[src/rtl/core/md5_pkg.sv]
package md5_pkg;

    // one input item: a message word and its block flags
    typedef struct packed {
        logic [31:0] msg_word;
        logic        first_block;
        logic        last_block;
    } msg_item_t;

    // one result item: a digest word and its position
    typedef struct packed {
        logic [31:0] digest_word;
        logic [1:0]  digest_index;
        logic        digest_last;
    } digest_item_t;

    // controller states
    typedef enum logic [2:0] {
        ST_LOAD,
        ST_PREP,
        ST_ROUND,
        ST_ADD,
        ST_OUT
    } md5_state_t;

    // commands from the controller to the datapath
    typedef struct packed {
        logic       load_en;
        logic [3:0] load_idx;
        logic       init_chain;
        logic       prep;
        logic       round_en;
        logic [5:0] round_idx;
        logic       add_chain;
        logic [1:0] out_idx;
    } md5_cmd_t;

    localparam logic [5:0] LAST_ROUND = 6'd63;
    localparam logic [3:0] LAST_WORD  = 4'd15;
    localparam logic [1:0] LAST_DIGEST = 2'd3;

    // initial chaining values a0..d0
    localparam logic [31:0] INIT_VECTOR [4] = '{
        32'h67452301, 32'hefcdab89, 32'h98badcfe, 32'h10325476
    };

    // additive round constants
    localparam logic [31:0] ROUND_CONST [64] = '{
        32'hd76aa478, 32'he8c7b756, 32'h242070db, 32'hc1bdceee,
        32'hf57c0faf, 32'h4787c62a, 32'ha8304613, 32'hfd469501,
        32'h698098d8, 32'h8b44f7af, 32'hffff5bb1, 32'h895cd7be,
        32'h6b901122, 32'hfd987193, 32'ha679438e, 32'h49b40821,
        32'hf61e2562, 32'hc040b340, 32'h265e5a51, 32'he9b6c7aa,
        32'hd62f105d, 32'h02441453, 32'hd8a1e681, 32'he7d3fbc8,
        32'h21e1cde6, 32'hc33707d6, 32'hf4d50d87, 32'h455a14ed,
        32'ha9e3e905, 32'hfcefa3f8, 32'h676f02d9, 32'h8d2a4c8a,
        32'hfffa3942, 32'h8771f681, 32'h6d9d6122, 32'hfde5380c,
        32'ha4beea44, 32'h4bdecfa9, 32'hf6bb4b60, 32'hbebfbc70,
        32'h289b7ec6, 32'heaa127fa, 32'hd4ef3085, 32'h04881d05,
        32'hd9d4d039, 32'he6db99e5, 32'h1fa27cf8, 32'hc4ac5665,
        32'hf4292244, 32'h432aff97, 32'hab9423a7, 32'hfc93a039,
        32'h655b59c3, 32'h8f0ccc92, 32'hffeff47d, 32'h85845dd1,
        32'h6fa87e4f, 32'hfe2ce6e0, 32'ha3014314, 32'h4e0811a1,
        32'hf7537e82, 32'hbd3af235, 32'h2ad7d2bb, 32'heb86d391
    };

    // rotation amounts by round group and position
    localparam logic [4:0] ROT_AMOUNT [16] = '{
        5'd7,  5'd12, 5'd17, 5'd22,
        5'd5,  5'd9,  5'd14, 5'd20,
        5'd4,  5'd11, 5'd16, 5'd23,
        5'd6,  5'd10, 5'd15, 5'd21
    };

    // message word index used by a round
    function automatic logic [3:0] word_index(input logic [5:0] rnd);
        logic [3:0] x;
        logic [3:0] g;
        begin
            x = rnd[3:0];
            case (rnd[5:4])
                2'd0:    g = x;
                2'd1:    g = x * 4'd5 + 4'd1;
                2'd2:    g = x * 4'd3 + 4'd5;
                default: g = x * 4'd7;
            endcase
            return g;
        end
    endfunction

    // round function by group
    function automatic logic [31:0] round_func(input logic [1:0] grp, input logic [31:0] b,
                                              input logic [31:0] c, input logic [31:0] d);
        logic [31:0] f;
        begin
            case (grp)
                2'd0:    f = (b & c) | (~b & d);
                2'd1:    f = (d & b) | (~d & c);
                2'd2:    f = b ^ c ^ d;
                default: f = c ^ (b | ~d);
            endcase
            return f;
        end
    endfunction

    // left rotate by a variable amount
    function automatic logic [31:0] rotl32(input logic [31:0] x, input logic [4:0] n);
        logic [63:0] t;
        begin
            t = {x, x} << n;
            return t[63:32];
        end
    endfunction

endpackage

[src/rtl/core/md5_ctrl.sv]
module md5_ctrl (
    input  logic                clk,
    input  logic                rst_n,
    input  logic                msg_valid,
    input  logic                first_block,
    input  logic                last_block,
    output logic                msg_ready,
    output logic                digest_valid,
    input  logic                digest_ready,
    output md5_pkg::md5_cmd_t   cmd
);

    md5_pkg::md5_state_t state_reg, state_next;
    logic [3:0] word_cnt_reg, word_cnt_next;
    logic [5:0] round_reg, round_next;
    logic [1:0] out_idx_reg, out_idx_next;
    logic       last_reg, last_next;
    logic       msg_acc;
    logic       digest_acc;

    assign msg_acc    = msg_valid && (state_reg == md5_pkg::ST_LOAD);
    assign digest_acc = digest_ready && (state_reg == md5_pkg::ST_OUT);

    // next state
    always_comb
    begin
        state_next = state_reg;
        unique case (state_reg)
            md5_pkg::ST_LOAD:
            begin
                if (msg_acc && word_cnt_reg == md5_pkg::LAST_WORD)
                    state_next = md5_pkg::ST_PREP;
            end
            md5_pkg::ST_PREP:
                state_next = md5_pkg::ST_ROUND;
            md5_pkg::ST_ROUND:
            begin
                if (round_reg == md5_pkg::LAST_ROUND)
                    state_next = md5_pkg::ST_ADD;
            end
            md5_pkg::ST_ADD:
                state_next = last_reg ? md5_pkg::ST_OUT : md5_pkg::ST_LOAD;
            md5_pkg::ST_OUT:
            begin
                if (digest_acc && out_idx_reg == md5_pkg::LAST_DIGEST)
                    state_next = md5_pkg::ST_LOAD;
            end
            default:
                state_next = md5_pkg::ST_LOAD;
        endcase
    end

    // counters and block flag
    always_comb
    begin
        word_cnt_next = word_cnt_reg;
        round_next    = round_reg;
        out_idx_next  = out_idx_reg;
        last_next     = last_reg;
        if (msg_acc)
        begin
            word_cnt_next = word_cnt_reg + 4'd1;
            if (word_cnt_reg == md5_pkg::LAST_WORD)
                last_next = last_block;
        end
        if (state_reg == md5_pkg::ST_PREP)
            round_next = '0;
        else if (state_reg == md5_pkg::ST_ROUND)
            round_next = round_reg + 6'd1;
        if (state_reg == md5_pkg::ST_ADD)
            out_idx_next = '0;
        else if (digest_acc)
            out_idx_next = out_idx_reg + 2'd1;
    end

    // outputs
    always_comb
    begin
        msg_ready      = (state_reg == md5_pkg::ST_LOAD);
        digest_valid   = (state_reg == md5_pkg::ST_OUT);
        cmd.load_en    = msg_acc;
        cmd.load_idx   = word_cnt_reg;
        cmd.init_chain = msg_acc && (word_cnt_reg == 4'd0) && first_block;
        cmd.prep       = (state_reg == md5_pkg::ST_PREP);
        cmd.round_en   = (state_reg == md5_pkg::ST_ROUND);
        cmd.round_idx  = round_reg;
        cmd.add_chain  = (state_reg == md5_pkg::ST_ADD);
        cmd.out_idx    = out_idx_reg;
    end

    // control registers
    always_ff @(posedge clk or negedge rst_n)
    begin
        if (!rst_n)
        begin
            state_reg    <= md5_pkg::ST_LOAD;
            word_cnt_reg <= '0;
            round_reg    <= '0;
            out_idx_reg  <= '0;
            last_reg     <= 1'b0;
        end
        else
        begin
            state_reg    <= state_next;
            word_cnt_reg <= word_cnt_next;
            round_reg    <= round_next;
            out_idx_reg  <= out_idx_next;
            last_reg     <= last_next;
        end
    end

endmodule

[src/rtl/core/md5_datapath.sv]
module md5_datapath (
    input  logic                    clk,
    input  logic                    rst_n,
    input  md5_pkg::md5_cmd_t       cmd,
    input  logic [31:0]             msg_word,
    output md5_pkg::digest_item_t   digest
);

    logic [31:0] words_reg [16];
    logic [31:0] chain_reg [4];
    logic [31:0] a_reg, b_reg, c_reg, d_reg;
    logic [31:0] pre_reg, pre_next;
    logic [31:0] f_val;
    logic [31:0] sum_val;
    logic [31:0] new_b;
    logic [5:0]  next_round;

    // block word store
    always_ff @(posedge clk)
    begin
        if (cmd.load_en)
            words_reg[cmd.load_idx] <= msg_word;
    end

    // one round: f plus the preadded a, k and m, rotate, add b
    assign f_val      = md5_pkg::round_func(cmd.round_idx[5:4], b_reg, c_reg, d_reg);
    assign sum_val    = f_val + pre_reg;
    assign new_b      = b_reg + md5_pkg::rotl32(sum_val, md5_pkg::ROT_AMOUNT[{cmd.round_idx[5:4],
                                                                         cmd.round_idx[1:0]}]);
    assign next_round = cmd.round_idx + 6'd1;

    // preadd for the following round: its a is the current d, or chaining value a0 on prep
    always_comb
    begin
        if (cmd.prep)
            pre_next = chain_reg[0] + md5_pkg::ROUND_CONST[0]
                       + words_reg[md5_pkg::word_index(6'd0)];
        else
            pre_next = d_reg + md5_pkg::ROUND_CONST[next_round]
                       + words_reg[md5_pkg::word_index(next_round)];
    end

    // working registers
    always_ff @(posedge clk)
    begin
        if (cmd.prep)
        begin
            a_reg   <= chain_reg[0];
            b_reg   <= chain_reg[1];
            c_reg   <= chain_reg[2];
            d_reg   <= chain_reg[3];
            pre_reg <= pre_next;
        end
        else if (cmd.round_en)
        begin
            a_reg   <= d_reg;
            b_reg   <= new_b;
            c_reg   <= b_reg;
            d_reg   <= c_reg;
            pre_reg <= pre_next;
        end
    end

    // chaining values
    always_ff @(posedge clk or negedge rst_n)
    begin
        if (!rst_n)
        begin
            for (int k = 0; k < 4; k++)
                chain_reg[k] <= md5_pkg::INIT_VECTOR[k];
        end
        else if (cmd.init_chain)
        begin
            for (int k = 0; k < 4; k++)
                chain_reg[k] <= md5_pkg::INIT_VECTOR[k];
        end
        else if (cmd.add_chain)
        begin
            chain_reg[0] <= chain_reg[0] + a_reg;
            chain_reg[1] <= chain_reg[1] + b_reg;
            chain_reg[2] <= chain_reg[2] + c_reg;
            chain_reg[3] <= chain_reg[3] + d_reg;
        end
    end

    // digest item from the chaining registers
    assign digest.digest_word  = chain_reg[cmd.out_idx];
    assign digest.digest_index = cmd.out_idx;
    assign digest.digest_last  = (cmd.out_idx == md5_pkg::LAST_DIGEST);

endmodule

[src/rtl/core/md5_block_compression_unit.sv]
// md5 block compression: one message word item per cycle while loading a block
// after the sixteenth word of a block: a setup step, 64 round steps, then an add step
// no new word is taken while a block is being compressed
// after a final block the four digest items follow the add step, one a cycle while digest_ready is high
// reset: controller to load state at word 0, chaining values to the initial vector;
// the block word store is not reset and is always written before it is read
module md5_block_compression_unit (
    input  logic                    clk,
    input  logic                    rst_n,
    input  logic                    msg_valid,
    output logic                    msg_ready,
    input  md5_pkg::msg_item_t      msg,
    output logic                    digest_valid,
    input  logic                    digest_ready,
    output md5_pkg::digest_item_t   digest
);

    md5_pkg::md5_cmd_t cmd;

    // controller
    md5_ctrl u_ctrl (
        .clk          (clk),
        .rst_n        (rst_n),
        .msg_valid    (msg_valid),
        .first_block  (msg.first_block),
        .last_block   (msg.last_block),
        .msg_ready    (msg_ready),
        .digest_valid (digest_valid),
        .digest_ready (digest_ready),
        .cmd          (cmd)
    );

    // datapath
    md5_datapath u_datapath (
        .clk      (clk),
        .rst_n    (rst_n),
        .cmd      (cmd),
        .msg_word (msg.msg_word),
        .digest   (digest)
    );

    // no item is taken while digest items are pending
    assert property (@(posedge clk) disable iff (!rst_n)
        digest_valid |-> !msg_ready)
        else $error("item accepted during digest output");

    // the sixteenth word starts compression and blocks input
    assert property (@(posedge clk) disable iff (!rst_n)
        (msg_valid && msg_ready && cmd.load_idx == md5_pkg::LAST_WORD) |=> !msg_ready)
        else $error("input still open after block completed");

    // after the last digest item the block returns to loading
    assert property (@(posedge clk) disable iff (!rst_n)
        (digest_valid && digest_ready && digest.digest_last) |=> (msg_ready && !digest_valid))
        else $error("no return to loading after digest");

    // rounds and word loading never overlap
    assert property (@(posedge clk) disable iff (!rst_n)
        cmd.round_en |-> (!cmd.load_en && !cmd.add_chain && !digest_valid))
        else $error("round overlaps another operation");

endmodule

[config.mk]
export PLATFORM = sky130hd
export DESIGN_NAME = md5_block_compression_unit
export DESIGN_NICKNAME = d
export VERILOG_FILES = /design/src/rtl/core/md5_pkg.sv /design/src/rtl/core/md5_ctrl.sv /design/src/rtl/core/md5_datapath.sv /design/src/rtl/core/md5_block_compression_unit.sv
export SDC_FILE = /design/constraint.sdc
export NUM_CORES = 2
export LEC_CHECK = 0
export BUFFER_PORTS_ARGS = -buffer_cell sky130_fd_sc_hd__buf_2
export CORE_ASPECT_RATIO = 1.75
export CORE_MARGIN = 4
export CORE_UTILIZATION = 50
export CTS_BUF_LIST = sky130_fd_sc_hd__clkbuf_2
export CTS_CLUSTER_DIAMETER = 50
export DETAILED_ROUTE_END_ITERATION = 6
export GPL_ROUTABILITY_DRIVEN = 0
export PLACE_DENSITY = 0.77
export SLEW_MARGIN = 20
export SYNTH_ARGS = -nofsm -noshare
export SYNTH_HDL_FRONTEND = slang
export SYNTH_SLANG_ARGS = --single-unit
[constraint.sdc]
create_clock -name clk -period 7.9 [get_ports clk]
set_input_delay 2.37 -clock clk [delete_from_list [all_inputs] [get_ports clk]]
set_output_delay 2.37 -clock clk [all_outputs]
set_load 0.05 [all_outputs]
==> impl_metrics.yaml <==
clock_network:
  clk_latency_ns: 1.61
  cts_tree: "done"
  cts.sinks: 816
  cts_hold_buf: 0
  root_buffer: "clkbuf_2"
  cts_buffer_depth: 3
  htree_levels: 4
  clk_pin_slew_worst_paths_ns: 0.12
  cts-buffers-inserted: 177
critical_path:
  path_common_cell: "buf_4"
  critPathMaxStageDelay_ns: 0.58
  end_kind: "flip-flop"
  startpoint_type: "flip-flop"
  path_max_fanout: 8
  critical_path_class: "reg -> reg"
  arrival_ns: 9.13
  slowest_stage: "dfrtp_4"
  cp.required_ns: 9.28
  reg2reg_slack_ns: 0.14
drt:
  drc: 105
  ant_nets: 0
  vias: 43722
  drt_wl_total_um: 169000
  via_per_inst: 6.47
  drt_iter0_drc: 5265
  routedWlPerCell_um: 25.0
  drt-pass1-iter-count: 7
timing:
  whs_ns: 0.532
  tightestPinTransition_ns: 1.27
  post-route-period-util_pct: 98.2
  hold_violations: 0
  clock_skew_ns: 0.0970
  maxSlewViolCount: 0
  relSlewSlack_pct: 14.8
  fmax_ghz: 0.129
  setup_viol: 0
  fin_ws_ns: 0.144
  fin_crit_ns: 7.76
cells_and_area:
  area_growth_syn_to_layout_pct: 8.63
  layout-drive-gt1-share_pct: 17.6
  fin_util_pct: 54.7
  finalNetCount: 5642
  largest_reg_flops: 512
die:
  dieArea_sq_um: 112000
  ios: 75
  design.core.area_sq_um: 106000
  chipWidth_um: 255
  num_rows: 158
  fp.dieH_um: 441
  start_util_pct: 50.4
yosys:
  syn_nets: 5467
  post_synth_num_cell_types: 99
  synthFlopType: "edfxtp_1"
  synthTopCellsByArea: "edfxtp_1, ha_1, mux4_2, a21oi_1, o21ai_0"
  synth-seq-cells: 816
  ys_warn_count: 0
  synth_compound_area_share_pct: 17.0
  synth_top_area_share_pct: 37.7
  synthCells: 5069
  avgSynthCellArea_sq_um: 10.5
  yosysMostFrequentCell: "edfxtp_1"
  synth_top_family_by_area: "compound AO/OA/AOI/OAI gates"
  ys_seq_area_share_pct: 44.6
  synth_area_leader_cell: "edfxtp_1"
  muxShareOfSynthArea_pct: 10.1
  syn_area_sq_um: 53500
  yosys.area_share.simple_pct: 10.5
  synth_xor_area_share_pct: 4.88
  async_flop_share_pct: 17.6
  synth_edf_count: 672
  synth-adder-area-share_pct: 9.01
  synthTopCellsByCount: "edfxtp_1, nand2_1, a21oi_1, o21ai_0, nor2_1"
status:
  failed_checks: "DRC"
  status: "finished with violations"
grt:
  grt_usage_pct: 29.8
  grt_pass1_wl_um: 253000
  grt_pass1_vias: 43463
  grt_max_degree: 222
  antenna_found_initial: 12
  grt.overflow.total: 0
worst_hold_path:
  hp-class: "reg -> reg"
flow_run:
  maxCapViolations: 0
placed_design:
  numPortBuffers: 74
  hpwl_um: 119000
  pre_cts_ws_ns: -0.142
## cell usage in the layout (no fill, tap or decap), drive strengths merged, types with 106 or more instances in the layout
master  count
xor2      138
a21o      112
nor2      322
ha        318
clkbuf    253
nand2     534
o21ai     434
buf       274
a21oi     432
edfxtp    672
xnor2     153
mux4      167
nand3     106
inv       258
## area by class of cell
| class | count | area [sq um] |
|---|---|---|
| Timing Repair Buffer | 276 | 2070 |
| Antenna cell | 11 | 27.5 |
| Inverter | 254 | 953 |
| Sequential cell | 816 | 23900 |
| Clock inverter | 66 | 320 |
| Fill cell | 8854 | 48100 |
| Tap cell | 1360 | 1700 |
| Clock buffer | 251 | 1260 |
| Multi-Input combinational cell | 3719 | 27900 |
## logic make-up after synthesis
family / after synthesis
AOI/OAI and AO/OA: 1472
and+or+nand+nor: 1273
DFF: 816
buffers and inverters: 534
adders and majority gates: 360
muxes: 322
xor gates and xnor gates: 292
## worst max-delay path, delay by kind of cell (launching register included)
| kind | cells | cell delay (ns) |
|---|---|---|
| xor gates and xnor gates | 3 | 0.52 |
| and+or+nand+nor | 4 | 0.48 |
| DFF | 1 | 0.58 |
| muxes | 3 | 0.77 |
| buffers and inverters | 4 | 0.72 |
| adders and majority gates | 2 | 0.58 |
| AOI/OAI and AO/OA | 19 | 3.94 |
## per-layer routing
layer | wire length, um | up-vias | global-route usage [%] | share of wire (%)
li1 | - | 19392 | - | -
met1 | 55000 | 20960 | 31.4 | 33
met2 | 82300 | 2439 | 50.3 | 49
met3 | 14300 | 921 | 7.20 | 8.5
met4 | 17300 | 10 | 24.5 | 10
met5 | 97 | - | 0 | 0.057
## metrics by stage
step / cells / instance area (sq um) / TNS [ns]
3_5_place_dp: 6412 / 56200 / -0.205
4_1_cts: 6732 / 57800 / 0
6_report: 6753 / 58100 / 0
3_3_place_gp: 6412 / 56200 / 0
2_1_floorplan: 5069 / 53500 / 0
5_1_grt: 6749 / 58100 / -0.0111
## final timing paths
kind | start | end | cells after the start
max in group asynchronous | rst_n | u_datapath.chain_reg[64] | 2
setup / recovery | u_ctrl.round_reg[4] | u_datapath.b_reg[31] | 35
min in group asynchronous | rst_n | u_datapath.chain_reg[62] | 1
setup reg to reg | u_ctrl.round_reg[4] | u_datapath.b_reg[31] | 35
hold / removal | u_datapath.chain_reg[12] | u_datapath.chain_reg[12] | 2
hold reg to reg | u_datapath.chain_reg[12] | u_datapath.chain_reg[12] | 2
## repair_timing
action                     4_1_cts  5_1_grt
pin swaps                        0       15
gates resized for setup          0       38
setup endpoints to repair        2       10
setup buffers                    3        8
Power is not shown: default switching activity piles up to over one toggle a cycle in this logic, so the estimate is an artifact.
